## src/rtl/wbps_pkg.sv

```systemverilog
// Shared types and constants for the wildcard byte pattern scanner.
package wbps_pkg;

	// Sizing
	localparam int MAX_PATTERN   = 16;
	localparam int POSITION_BITS = 32;
	localparam int PAT_REG_BYTES = 16;
	localparam int MAX_LEN       = (MAX_PATTERN < PAT_REG_BYTES) ? MAX_PATTERN : PAT_REG_BYTES;
	localparam int LEN_W         = $clog2(MAX_PATTERN + 1);
	localparam int WIN_IDX_W     = (MAX_PATTERN > 1) ? $clog2(MAX_PATTERN) : 1;
	localparam int LEN_REG_W     = 5;
	localparam int CARE_W        = 16;
	localparam int OFFSET_W      = 32;
	localparam int POS_OUT_W     = 32;
	localparam int CFG_DATA_W    = 64;
	localparam int CFG_IDX_W     = 3;

	// Configuration register indexes
	localparam logic [CFG_IDX_W-1:0] REG_PATTERN_LOW  = 3'd0;
	localparam logic [CFG_IDX_W-1:0] REG_PATTERN_HIGH = 3'd1;
	localparam logic [CFG_IDX_W-1:0] REG_CARE_MASK    = 3'd2;
	localparam logic [CFG_IDX_W-1:0] REG_PATTERN_LEN  = 3'd3;
	localparam logic [CFG_IDX_W-1:0] REG_MATCH_OFFSET = 3'd4;

	// Input beat: one byte of the scanned region
	typedef struct packed {
		logic [7:0] data_byte;
		logic       last_byte;
	} in_beat_t;

	// Output beat: one scan result
	typedef struct packed {
		logic                 found;
		logic [POS_OUT_W-1:0] match_position;
	} out_beat_t;

endpackage

```

## src/rtl/wildcard_byte_pattern_scan_top.sv

```systemverilog
// Wildcard byte pattern scanner: input register, masked window compare, result register.
//
// Bytes of a region stream in one per beat and the block takes a new byte every cycle
// while the output register is free. A byte lands in an input register; when it advances,
// the sliding window is shifted, the masked compare of the newest pattern_length bytes
// runs and any result is written to the output register. Each region gives exactly one
// result: found with start index plus match_offset on the first match, or not-found on
// the last byte. Bytes after a match are dropped until the last byte re-arms the scan.
// The input stalls only while the output register holds a result that has not been
// taken. Configuration writes are taken at once (cfg_ready is always high) and must be
// made while the block is idle.
module wildcard_byte_pattern_scan_top (
	input  logic                                clk,
	input  logic                                arst_n,
	input  logic                                in_valid,
	output logic                                in_ready,
	input  wbps_pkg::in_beat_t                  in_data,
	output logic                                out_valid,
	input  logic                                out_ready,
	output wbps_pkg::out_beat_t                 out_data,
	input  logic                                cfg_valid,
	output logic                                cfg_ready,
	input  logic [wbps_pkg::CFG_IDX_W-1:0]      cfg_index,
	input  logic [wbps_pkg::CFG_DATA_W-1:0]     cfg_data
);
	import wbps_pkg::*;

	// Configuration registers
	logic [63:0]           pat_low_q;
	logic [63:0]           pat_high_q;
	logic [CARE_W-1:0]     care_q;
	logic [LEN_REG_W-1:0]  len_reg_q;
	logic [OFFSET_W-1:0]   offset_q;

	// Input stage
	logic     valid_s1;
	in_beat_t data_s1;

	// Scan state
	logic [7:0]               win_q [MAX_PATTERN];
	logic [LEN_W-1:0]         cnt_q;
	logic [POSITION_BITS-1:0] pos_q;
	logic                     done_q;

	// Result register
	logic      out_valid_q;
	out_beat_t out_data_q;

	// Datapath
	logic                     advance;
	logic [7:0]               win_next [MAX_PATTERN];
	logic [LEN_W-1:0]         cnt_next;
	logic [POSITION_BITS-1:0] pos_next;
	logic [LEN_W-1:0]         len_eff;
	logic [2*64-1:0]          pat_all;
	logic [MAX_LEN-1:0]       byte_ok;
	logic [LEN_W-1:0]         idx_wide [MAX_LEN];
	logic                     hit;
	logic [POSITION_BITS-1:0] start_pos;
	logic [POSITION_BITS-1:0] match_pos;
	logic                     res_valid;
	out_beat_t                res_data;

	assign cfg_ready = 1'b1;

	// Write configuration registers
	always_ff @(posedge clk or negedge arst_n) begin
		if (!arst_n) begin
			pat_low_q  <= '0;
			pat_high_q <= '0;
			care_q     <= '1;
			len_reg_q  <= LEN_REG_W'(1);
			offset_q   <= '0;
		end else if (cfg_valid && cfg_ready) begin
			unique case (cfg_index)
				REG_PATTERN_LOW:  pat_low_q  <= cfg_data[63:0];
				REG_PATTERN_HIGH: pat_high_q <= cfg_data[63:0];
				REG_CARE_MASK:    care_q     <= cfg_data[CARE_W-1:0];
				REG_PATTERN_LEN:  len_reg_q  <= cfg_data[LEN_REG_W-1:0];
				REG_MATCH_OFFSET: offset_q   <= cfg_data[OFFSET_W-1:0];
				default: ;
			endcase
		end
	end

	// Advance the input stage whenever the result register can take a beat
	assign advance  = valid_s1 && (!out_valid_q || out_ready);
	assign in_ready = !valid_s1 || advance;

	always_ff @(posedge clk or negedge arst_n) begin
		if (!arst_n) begin
			valid_s1 <= 1'b0;
		end else if (in_ready) begin
			valid_s1 <= in_valid;
		end
	end

	always_ff @(posedge clk) begin
		if (in_valid && in_ready) begin
			data_s1 <= in_data;
		end
	end

	// Clamp the pattern length to what the window and registers hold
	always_comb begin
		if (len_reg_q > LEN_REG_W'(MAX_LEN)) begin
			len_eff = LEN_W'(MAX_LEN);
		end else begin
			len_eff = LEN_W'(len_reg_q);
		end
	end

	// Shift the new byte into the window, advance the counters
	always_comb begin
		for (int i = 0; i < MAX_PATTERN - 1; i++) begin
			win_next[i] = win_q[i + 1];
		end
		win_next[MAX_PATTERN-1] = data_s1.data_byte;
		cnt_next = (cnt_q == LEN_W'(MAX_LEN)) ? cnt_q : cnt_q + LEN_W'(1);
		pos_next = pos_q + POSITION_BITS'(1);
	end

	// Masked compare of the newest len_eff bytes against the pattern
	assign pat_all = {pat_high_q, pat_low_q};

	always_comb begin
		for (int j = 0; j < MAX_LEN; j++) begin
			idx_wide[j] = LEN_W'(MAX_PATTERN) - len_eff + LEN_W'(j);
			byte_ok[j]  = (LEN_W'(j) >= len_eff) || !care_q[j] ||
				(win_next[idx_wide[j][WIN_IDX_W-1:0]] == pat_all[8*j +: 8]);
		end
		hit = !done_q && (len_eff != '0) && (cnt_next >= len_eff) && (&byte_ok);
	end

	// Form the result: match start plus signed offset, wrapped
	always_comb begin
		start_pos = pos_next - POSITION_BITS'(len_eff);
		match_pos = start_pos + POSITION_BITS'($signed(offset_q));
		res_valid = !done_q && (hit || data_s1.last_byte);
		res_data.found          = hit;
		res_data.match_position = hit ? POS_OUT_W'(match_pos) : '0;
	end

	// Update scan state; the last byte re-arms
	always_ff @(posedge clk or negedge arst_n) begin
		if (!arst_n) begin
			cnt_q  <= '0;
			pos_q  <= '0;
			done_q <= 1'b0;
		end else if (advance) begin
			if (data_s1.last_byte) begin
				cnt_q  <= '0;
				pos_q  <= '0;
				done_q <= 1'b0;
			end else if (!done_q) begin
				cnt_q <= cnt_next;
				pos_q <= pos_next;
				if (hit) begin
					done_q <= 1'b1;
				end
			end
		end
	end

	// Window contents are read only once enough bytes have arrived
	always_ff @(posedge clk) begin
		if (advance && !done_q) begin
			win_q <= win_next;
		end
	end

	// Hold the result until it is taken
	always_ff @(posedge clk or negedge arst_n) begin
		if (!arst_n) begin
			out_valid_q <= 1'b0;
		end else if (advance) begin
			out_valid_q <= res_valid;
		end else if (out_ready) begin
			out_valid_q <= 1'b0;
		end
	end

	always_ff @(posedge clk) begin
		if (advance && res_valid) begin
			out_data_q <= res_data;
		end
	end

	assign out_valid = out_valid_q;
	assign out_data  = out_data_q;

endmodule

```

## config.mk

```make
export PLATFORM = sky130hd
export DESIGN_NAME = wildcard_byte_pattern_scan_top
export DESIGN_NICKNAME = d
export VERILOG_FILES = /design/src/rtl/wbps_pkg.sv /design/src/rtl/wildcard_byte_pattern_scan_top.sv
export SDC_FILE = /design/constraint.sdc
export NUM_CORES = 1
export LEC_CHECK = 0
export BUFFER_PORTS_ARGS = -buffer_cell sky130_fd_sc_hd__buf_4
export CAP_MARGIN = 30
export CORE_MARGIN = 5
export CORE_UTILIZATION = 53
export DETAILED_ROUTE_END_ITERATION = 16
export HOLD_SLACK_MARGIN = 0.05
export PLACE_DENSITY = 0.7
export SLEW_MARGIN = 10
export SYNTH_ARGS = -nofsm -noshare
export SYNTH_HDL_FRONTEND = slang
export SYNTH_SLANG_ARGS = --single-unit
```

## constraint.sdc

```tcl
create_clock -name clk -period 9.08 [get_ports clk]
set_input_delay 0.454 -clock clk [delete_from_list [all_inputs] [get_ports clk]]
set_output_delay 0.454 -clock clk [all_outputs]
set_load 0.005 [all_outputs]
```

=== After elaboration in Yosys (flattened, before gate mapping) ===
Index checks and enable logic that the tools add are counted.

* Register bits: 383
* Input bits: 81
* Output and inout port bits: 36
* Word-level logic and storage cells: 252

* $add $sub $neg: 20
* $lt $le $gt $ge: 34
* Equal/unequal tests: 22
* Mux-type cells: 59
* Bitwise logic cells: 16
* Reduce and logical (&&, ||, !) cells: 72

{| class="wikitable"
|+ Operators by type and width
! operator !! count
|-
| binary-select mux 8 bit (select 4 bit) || 16
|-
| two-way mux 8 bit || 32
|-
| == test 8 bit || 16
|-
| greater-or-equal comparator 5 bit (second input constant) || 16
|-
| inverter 4 -> 5 bit || 16
|-
| two-way mux 32 bit || 2
|-
| greater-or-equal comparator 4 x 5 -> 1 bit (first input constant) || 8
|-
| logical OR 1 bit || 35
|-
| adder 32 x 1 -> 32 bit (second input constant) || 1
|-
| adder 32 bit || 1
|-
| adder 4 bit (second input constant) || 8
|-
| subtractor 32 x 5 -> 32 bit || 1
|-
| greater-or-equal comparator 3 x 5 -> 1 bit (first input constant) || 4
|-
| two-way mux 5 bit || 4
|-
| logical NOT 1 bit || 19
|-
| adder 4 x 3 -> 4 bit (second input constant) || 4
|-
| AND reduction 16 bit || 1
|-
| AND reduction 2 bit || 6
|-
| greater-or-equal comparator 1 x 5 -> 1 bit (first input constant) || 2
|-
| greater-or-equal comparator 2 x 5 -> 1 bit (first input constant) || 2
|-
| adder 4 x 2 -> 4 bit (second input constant) || 2
|-
| logical AND 1 bit || 8
|-
| == test 3 x 2 -> 1 bit (second input constant) || 2
|-
| adder 5 x 1 -> 5 bit (second input constant) || 1
|-
| 12 further kinds || 16
|}

=== Longest topological paths before layout ===
Gate-level depths: netlist of the first run.

* Depth in word-level cells: 15
* Depth in mapped cells: 27
* Gate-level depth less buffers: 21

=== Worst setup path before layout of the first run ===
OpenSTA, ideal clock, no wires.

* Kind: register to register
* Start: register len_reg_q[1]
* End: register out_data_q (netlist bit out_data[0]), enable pin
* Setup time: 0.464 ns
* Data arrival time: 8.424 ns
* Required time: 8.616 ns
* Slack: 0.192 ns
* Cell stages (with the launch flop): 26
* Path buffers: 9
* Clock period less this slack: 8.888 ns
* Cells stage by stage: dfrtp_1 -> buf_2 -> nand2b_1 -> buf_2 -> buf_2 -> buf_2 -> clkbuf_1 -> buf_1 -> ha_1 -> xnor2_4 -> inv_2 -> buf_1 -> clkbuf_1 -> ha_1 -> nand2b_1 -> o2111ai_1 -> o221a_2 -> buf_2 -> mux4_2 -> mux2i_1 -> xnor2_1 -> nand4_1 -> or4_1 -> a2111oi_2 -> nor4_1 -> nor3_1

* Word-level cells in the longest chain between the ends: 15
* Elaborated cells on any way between the ends: 155
* Those cells by class: add/sub (16); order compare (18); eq/ne (16); mux (49); bitwise (16); reduce/logical (40)

{| class="wikitable"
|+ Ends and longest elaborated chain
! element !! line !! RTL
|-
| start: declaration || wildcard_byte_pattern_scan_top.sv:32 || <nowiki>logic [LEN_REG_W-1:0] len_reg_q;</nowiki>
|-
| start signal: assignment || wildcard_byte_pattern_scan_top.sv:79 || <nowiki>REG_PATTERN_LEN: len_reg_q <= cfg_data[LEN_REG_W-1:0];</nowiki>
|-
| > comparator 5 bit || wildcard_byte_pattern_scan_top.sv:106 || <nowiki>if (len_reg_q > LEN_REG_W'(MAX_LEN)) begin</nowiki>
|-
| two-way mux 5 bit * || wildcard_byte_pattern_scan_top.sv:106 ||
|-
| subtractor 1 x 4 -> 4 bit || wildcard_byte_pattern_scan_top.sv:128 || <nowiki>idx_wide[j] = LEN_W'(MAX_PATTERN) - len_eff + LEN_W'(j);</nowiki>
|-
| adder 4 x 1 -> 4 bit (tied with other cells) || wildcard_byte_pattern_scan_top.sv:128 ||
|-
| inverter 4 -> 5 bit (implied by the code) || wildcard_byte_pattern_scan_top.sv:130 || <nowiki>(win_next[idx_wide[j][WIN_IDX_W-1:0]] == pat_all[8*j +: 8]);</nowiki>
|-
| binary-select mux 8 bit (select 4 bit) || wildcard_byte_pattern_scan_top.sv:130 ||
|-
| two-way mux 8 bit (implied by the code) (2 in a row) || wildcard_byte_pattern_scan_top.sv:130 ||
|-
| == test 8 bit || wildcard_byte_pattern_scan_top.sv:130 ||
|-
| logical OR 1 bit || wildcard_byte_pattern_scan_top.sv:129 || <nowiki>byte_ok[j] = (LEN_W'(j) >= len_eff) || !care_q[j] ||</nowiki>
|-
| AND reduction 16 bit || wildcard_byte_pattern_scan_top.sv:132 || <nowiki>hit = !done_q && (len_eff != '0) && (cnt_next >= len_eff) && (&byte_ok);</nowiki>
|-
| logical AND 1 bit * || wildcard_byte_pattern_scan_top.sv:132 ||
|-
| logical OR 1 bit * || wildcard_byte_pattern_scan_top.sv:139 || <nowiki>res_valid = !done_q && (hit || data_s1.last_byte);</nowiki>
|-
| logical AND 1 bit * || wildcard_byte_pattern_scan_top.sv:139 ||
|-
| logical AND 1 bit * || wildcard_byte_pattern_scan_top.sv:184 || <nowiki>if (advance && res_valid) begin</nowiki>
|-
| end signal: assignment || wildcard_byte_pattern_scan_top.sv:185 || <nowiki>out_data_q <= res_data;</nowiki>
|-
| end: declaration || wildcard_byte_pattern_scan_top.sv:47 || <nowiki>out_beat_t out_data_q;</nowiki>
|}

Mark *: on every way between the ends. The rest lies on a longest branch, timed or not. The select of a mux whose other input is x is not followed.
A chain may end at the register's enable or synchronous reset.

=== Final worst setup path of the first run ===
* Start: register len_reg_q[1]
* End: register out_data_q (netlist bit out_data[6]), data pin

* Word-level cells in the longest chain between the ends: 12
* Elaborated cells on any way between the ends: 154
* Those cells by class: add/sub (18); order compare (18); eq/ne (16); mux (49); bitwise (16); reduce/logical (37)

{| class="wikitable"
|+ Ends and longest elaborated chain
! element !! line
|-
| > comparator 5 bit || wildcard_byte_pattern_scan_top.sv:106
|-
| two-way mux 5 bit * || wildcard_byte_pattern_scan_top.sv:106
|-
| subtractor 1 x 4 -> 4 bit || wildcard_byte_pattern_scan_top.sv:128
|-
| adder 4 x 1 -> 4 bit (tied with other cells) || wildcard_byte_pattern_scan_top.sv:128
|-
| inverter 4 -> 5 bit (implied by the code) || wildcard_byte_pattern_scan_top.sv:130
|-
| binary-select mux 8 bit (select 4 bit) || wildcard_byte_pattern_scan_top.sv:130
|-
| two-way mux 8 bit (implied by the code) (2 in a row) || wildcard_byte_pattern_scan_top.sv:130
|-
| == test 8 bit || wildcard_byte_pattern_scan_top.sv:130
|-
| logical OR 1 bit || wildcard_byte_pattern_scan_top.sv:129
|-
| AND reduction 16 bit || wildcard_byte_pattern_scan_top.sv:132
|-
| logical AND 1 bit || wildcard_byte_pattern_scan_top.sv:132
|}

Marked as above.

==> results of run 1 <==
cell type report:
class,count,share of cell area [%]
clock buffers,61,4.350
clock inverters,22,0.7416
inverters,119,1.512
multi-input cells,1794,51.26
repair buffers,176,4.852
flip-flops and latches,383,34.50
well taps,672,2.784
cell families (layout without fill, tap and decap cells):
logic type | count (synthesis) | in the layout
mux | 530 | 530
simple gates | 510 | 510
compound gates | 451 | 451
flops | 383 | 383
buf+inv | 275 | 378
xor+xnor | 219 | 219
fa+ha+maj | 83 | 83
other cells | 1 | 1
cells in the final DEF (no fill, tap or decap), types with 22 or more instances in the layout:
cell / n
mux4_2: 94
inv_1: 111
clkbuf_16: 48
xnor2_1: 121
o22ai_1: 25
nor2_1: 88
edfxtp_1: 162
a21oi_1: 70
mux2_2: 190
a22oi_1: 28
nand3_1: 71
nor3_1: 36
buf_4: 156
nand2_1: 170
xor2_1: 96
a21o_1: 27
mux2i_1: 246
o211ai_1: 22
ha_1: 77
nand4_1: 25
o21ai_0: 108
dfrtp_1: 203
registers in the layout, indices dropped and copies added, names as in the netlist:
name	count
pos_q	32
out_data	33
pat_high_q	64
done_q	1
offset_q	32
valid_s1	1
care_q	16
cnt_q	5
len_reg_q	5
data_s1	9
out_valid	1
win_next	120
pat_low_q	64
stage by stage:
stage	instance area [um^2]	power, W	worst slack, ns	hold slack [ns]
after CTS	30020	0.009573	1.833	0.05134
final	30200	0.009679	1.723	0.07607
after floorplan	26950	0.006217	0.1920	0.1584
after global routing	30200	0.01017	1.170	0.07480
after global placement	28360	0.007582	2.062	0.4728
after detailed placement	28390	0.007671	1.893	0.4794
worst register-to-register path, delay by kind of cell (launching register included):
kind	cells	cell delay (ns)
flops	1	0.99
fa+ha+maj	2	1.24
mux	1	0.27
compound gates	3	1.01
buf+inv	3	1.21
simple gates	5	2.38
report_power, final:
part | switching (W) | internal (W) | total [W] | leakage, nW
clock | 0.000757 | 0.00111 | 0.00187 | 0.762
combinational | 0.00299 | 0.00224 | 0.00524 | 7.30
sequential | 0.000405 | 0.00217 | 0.00258 | 4.27
total | 0.00415 | 0.00552 | 0.00968 | 12.3
metal layers:
layer / up-vias / routed length [um] / global-route usage [%]
met4: 0 / 4356 / 12.53
met1: 10620 / 35570 / 40.27
li1: 9313 / - / -
met2: 990 / 41590 / 50.97
met5: - / 0 / 0
met3: 224 / 6821 / 6.596
how the worst max path moves through the flow:
stage / start / end / slack [ns] / depth (start not counted)
2_1_floorplan: len_reg_q[1] / out_data[0] / 0.19 / 25
3_3_place_gp: len_reg_q[1] / out_data[26] / 2.06 / 13
3_5_place_dp: len_reg_q[1] / out_data[26] / 1.89 / 14
5_1_grt: len_reg_q[1] / out_data[6] / 1.17 / 14
4_1_cts: len_reg_q[1] / out_data[6] / 1.83 / 14
6_report: len_reg_q[1] / out_data[6] / 1.72 / 14
cell usage after synthesis (all sizes together), types with 28 or more instances:
cell,number
dfrtp,204
clkbuf,88
nand2,171
nand3,72
a22oi,28
edfxtp,162
nor3,39
inv,119
mux2,190
buf,68
nor2,89
a21oi,70
o21ai,110
ha,78
mux2i,246
xor2,96
xnor2,123
mux4,94
==> flow_summary.yaml, run 1 <==
final_layout:
  postLayoutCoreUtil_pct: 60.07
  final_cells: 3227
  seq_area_um2: 10420
  fill_cells: 4129
  multi_input_area_um2: 15480
  drive_above_1_share_pct: 23.01
  antennaDiodeCount: 0
  nNetsFinal: 2683
  area_growth_pct: 12.06
clocking:
  cts.htree.levels: 2
  cts-hold-fix-buffers: 10
  root_buffer: "clkbuf_16"
  path_clk_slew_ns: 0.06
  post_cts_buffers: 0
  insertion_delay_ns: 0.58
  clockBufferDepth: 3
  cts_tree: "done"
  cts_made_buffers: 45
  cts.sinks: 383
  ctsResizeCount: 0
floorplan:
  die_w_um: 235.5
  coreArea_um2: 50270
  die_area_um2: 55460
  row_count: 82
  start_util_pct: 53.61
  die_y_um: 235.5
  io_pins: 117
sta:
  worst_pin_slew_ns: 1.047
  setup_violations: 0
  rsz0062_at_grt: "no"
  period_minus_slack_ns: 7.357
  fmaxAchievable_ghz: 0.1359
  maxSlewHeadroom_pct: 29.31
  setup_tns_ns: 0
  fin_skew_ns: 0.02689
  hold_viol_final: 0
  drv_slew: 0
  period_share_pct: 81.03
yosys:
  synth_warnings: 0
  synth.cell_area_um2: 26950
  synth-simple-area-share_pct: 9.383
  synth_ff_type: "dfrtp_1"
  synthXorXnorAreaFrac_pct: 7.215
  yosys.area.top_type: "dfrtp_1"
  synthTopCellsByArea: "dfrtp_1 19%, edfxtp_1 18%, mux2i_1 9.1%"
  synth_enable_flop_cells: 162
  syn_nets: 2616
  synthAdderAreaFrac_pct: 3.993
  yosys_register_bits: 383
  synth_cells: 2452
  synth_top_family_by_area: "multiplexers"
  yosys.area.top_type_share_pct: 18.94
  async_flop_share_pct: 57.70
  synth_compound_area_share_pct: 11.55
  synth.area.mux_share_pct: 24.93
  synthDistinctLibCells: 94
  synth_area_per_cell_um2: 10.99
  synth-seq-area-share_pct: 38.65
min_path:
  hp-class: "in -> reg"
  hold_start: "in_valid"
  worstHoldPathCells: 2
  worstHoldEndpoint: "valid_s1"
detailed_routing:
  viasPerCell: 6.553
  ant_nets: 0
  wirelength_um: 88330
  via_count: 21147
  dr.pass1.iters: 6
  wl_per_cell_um: 27.37
  drtIter0Drc: 2174
  drc: 0
pwr:
  leakage_nw: 12.34
  powerDensity_nw_per_um2: 320.5
  vdd_ir_drop_max_mv: 0.2164
worst_setup_path:
  crit_type: "reg -> reg"
  r2r_slack_ns: 1.72
  crit_required_ns: 9.42
  worstReg2RegStart: "len_reg_q[1]"
  crit_buf_inv: 3
  cpLargestDelayFamily: "simple AND/OR/NAND/NOR gates"
  slowest_delay_ns: 0.99
  arrival_ns: 7.70
  cp_max_fo: 58
  crit_path_start_kind: "flop"
  crit_top_cell: "buf_4"
  worstPathCellList: "nand2b_2 -> ha_2 -> buf_4 -> buf_4 -> ha_1 -> inv_1 -> and2_1 -> mux2_2 -> or3_1 -> a211oi_1 -> a31oi_1 -> nor4b_2 -> nand3_2 -> a2111oi_1"
  rr_endpoint: "out_data[6]"
  r2r_cells: 14
  end_kind: "flop"
  cp_slowest_cell: "dfrtp_4"
run:
  drv_cap: 0
global_routing:
  grt_max_degree: 84
  grt_pass1_vias: 20834
  overflow: 0
  grt_pass1_wl_um: 133500
  antenna_found_initial: 1
  grt_usage_pct: 31.00
placement:
  gp_congestion: 0.9910
  io_buffers: 115
  dp_hpwl_um: 65090
  dp.cells: 3124
run_status:
  outcome: "complete, no violations"
No activity file was read; power rests on OpenSTA's default activity.
==> inputs of run 2 (changes only) <==
PLACE_DENSITY = 0.67   (was 0.7)
clock period = 7.65 ns   (was 9.08 ns; I/O delays follow)
==> run 2 against run 1 <==
  * Sequential power rose by 19%
  * Fmax rose by 7.6%
  * Die area did not move
  * Total power rose by 18%
  * Clock power rose by 12%
  * Wire length rose by 1.2%
  * Largest power group unchanged
  * Highest routed layer is now met5
==> flow_summary.yaml, run 2 (synthesis gave the netlist of run 1 again) <==
worst_setup_path:
  arrival_ns: 7.06
  crit_buf_inv: 2
  worstPathCellList: "nor2b_1 -> inv_6 -> ha_1 -> or4bb_1 -> o211a_1 -> xnor2_4 -> mux4_2 -> mux2i_1 -> xor2_1 -> nor4_1 -> a41oi_1 -> a2111oi_2 -> nor4_1 -> nor3_4 -> buf_4"
  slowest_delay_ns: 0.77
  crit_path_start_kind: "flop"
  crit_type: "reg -> reg"
  crit_required_ns: 7.87
  cp_slowest_cell: "dfrtp_1"
  end_kind: "flop"
  cp_max_fo: 33
  crit_top_cell: "nor4_1"
  r2r_cells: 15
  cp.depth: 15
  cpLargestDelayFamily: "simple AND/OR/NAND/NOR gates"
min_path:
  worstHoldPathCells: 2
  hp-class: "in -> reg"
sta:
  period_minus_slack_ns: 6.836
  maxSlewHeadroom_pct: 32.67
  timing.final.ws_setup_ns: 0.8137
  setup_violations: 0
  worst_pin_slew_ns: 0.9819
  drv_slew: 0
  hold_viol_final: 0
  setup_tns_ns: 0
  period_share_pct: 89.36
  fin_skew_ns: 0.01775
  fmaxAchievable_ghz: 0.1463
  hold_slack_ns: 0.06840
  rsz0062_at_grt: "no"
final_layout:
  drive_above_1_share_pct: 22.15
  final_common_cell: "mux2i_1"
  nNetsFinal: 2721
  largest_reg_flops: 120
  fin_area_um2: 30420
  mostFrequentLayoutCells: "246 x mux2i_1, 203 x dfrtp_1, 190 x mux2_2"
  area_growth_pct: 12.89
run:
  drv_cap: 0
detailed_routing:
  drtIter0Drc: 2493
  drc: 0
  wl_per_cell_um: 27.36
  viasPerCell: 6.579
  wirelength_um: 89400
  dr.pass1.iters: 5
  ant_nets: 0
  via_count: 21495
placement:
  io_buffers: 115
  place_ws_ns: 0.9707
  place_area_um2: 28400
  dp_hpwl_um: 65610
  gp_congestion: 1.032
pwr:
  leakage_nw: 12.40
  power.internal_w: 0.006434
  powerDensity_nw_per_um2: 374.6
  clkPwrFrac_pct: 18.4
  vdd_ir_drop_max_mv: 0.2528
  pwr-share-comb_pct: 54.7
  p_sw_share_pct: 43.55
  seq_power_share_pct: 26.9
  switching_power_w: 0.004962
clocking:
  root_buffer: "clkbuf_16"
  clockBufferDepth: 3
  cts_made_buffers: 45
  path_clk_slew_ns: 0.06
  insertion_delay_ns: 0.59
  cts.htree.levels: 2
  cts.sinks: 383
  post_cts_buffers: 0
  ctsResizeCount: 0
  cts-hold-fix-buffers: 52
  cts_tree: "done"
floorplan:
  coreArea_um2: 50270
  die_y_um: 235.5
  row_count: 82
  start_util_pct: 53.61
  die_w_um: 235.5
  die_area_um2: 55460
  io_pins: 117
global_routing:
  grt_usage_pct: 31.09
  overflow: 0
  antenna_found_initial: 1
  grt_pass1_wl_um: 133400
  grt_max_degree: 79
  grt_pass1_vias: 20984
run_status:
  outcome: "complete, no violations"
run 2: power by group through the flow:
stage	clock network (W)	registers, W	logic, W
after floorplan	0	0.00285	0.00453
after global placement	0	0.00307	0.00594
after detailed placement	0	0.00308	0.00604
after CTS	0.00213	0.00304	0.00610
after global routing	0.00221	0.00309	0.00664
final	0.00210	0.00306	0.00624
run 2: layout make-up:
cell class | count | area, um^2
Fill cell | 4157 | 19850
Sequential cell | 383 | 10420
Tap cell | 672 | 840.8
Clock inverter | 20 | 172.7
Timing Repair Buffer | 214 | 1800
Clock buffer | 62 | 1240
Multi-Input combinational cell | 1794 | 15480
Inverter | 119 | 456.7
Antenna cell | 3 | 7.507
run 2: path summary, 6_finish.rpt:
kind                                     from  slack, ns        endpoint
worst max-delay path             len_reg_q[4]       0.81    out_data[26]
worst min-delay path             cfg_data[52]       0.07  pat_high_q[52]
worst max register to register   len_reg_q[4]       0.81    out_data[26]
worst min register to register  win_next[100]       0.51   win_next[108]
max in group asynchronous              arst_n       6.22      care_q[15]
min in group asynchronous              arst_n       0.38       pos_q[10]
run 2: through the flow:
| stage | std cells | power, W | util (%) |
|---|---|---|---|
| floorplan | 2452 | 0.007380 | - |
| global placement | 3122 | 0.009009 | 56.42 |
| detailed placement | 3126 | 0.009117 | 56.49 |
| CTS | 3260 | 0.01127 | 60.34 |
| global route | 3264 | 0.01193 | 60.50 |
| finish | 3267 | 0.01140 | 60.52 |
run 2: layer usage:
layer / GRT usage, % / wire length (um) / up-vias
li1: - / - / 9368
met5: 0 / 14 / -
met2: 50.00 / 41150 / 1120
met4: 15.89 / 5729 / 2
met1: 39.86 / 35310 / 10726
met3: 6.689 / 7192 / 279
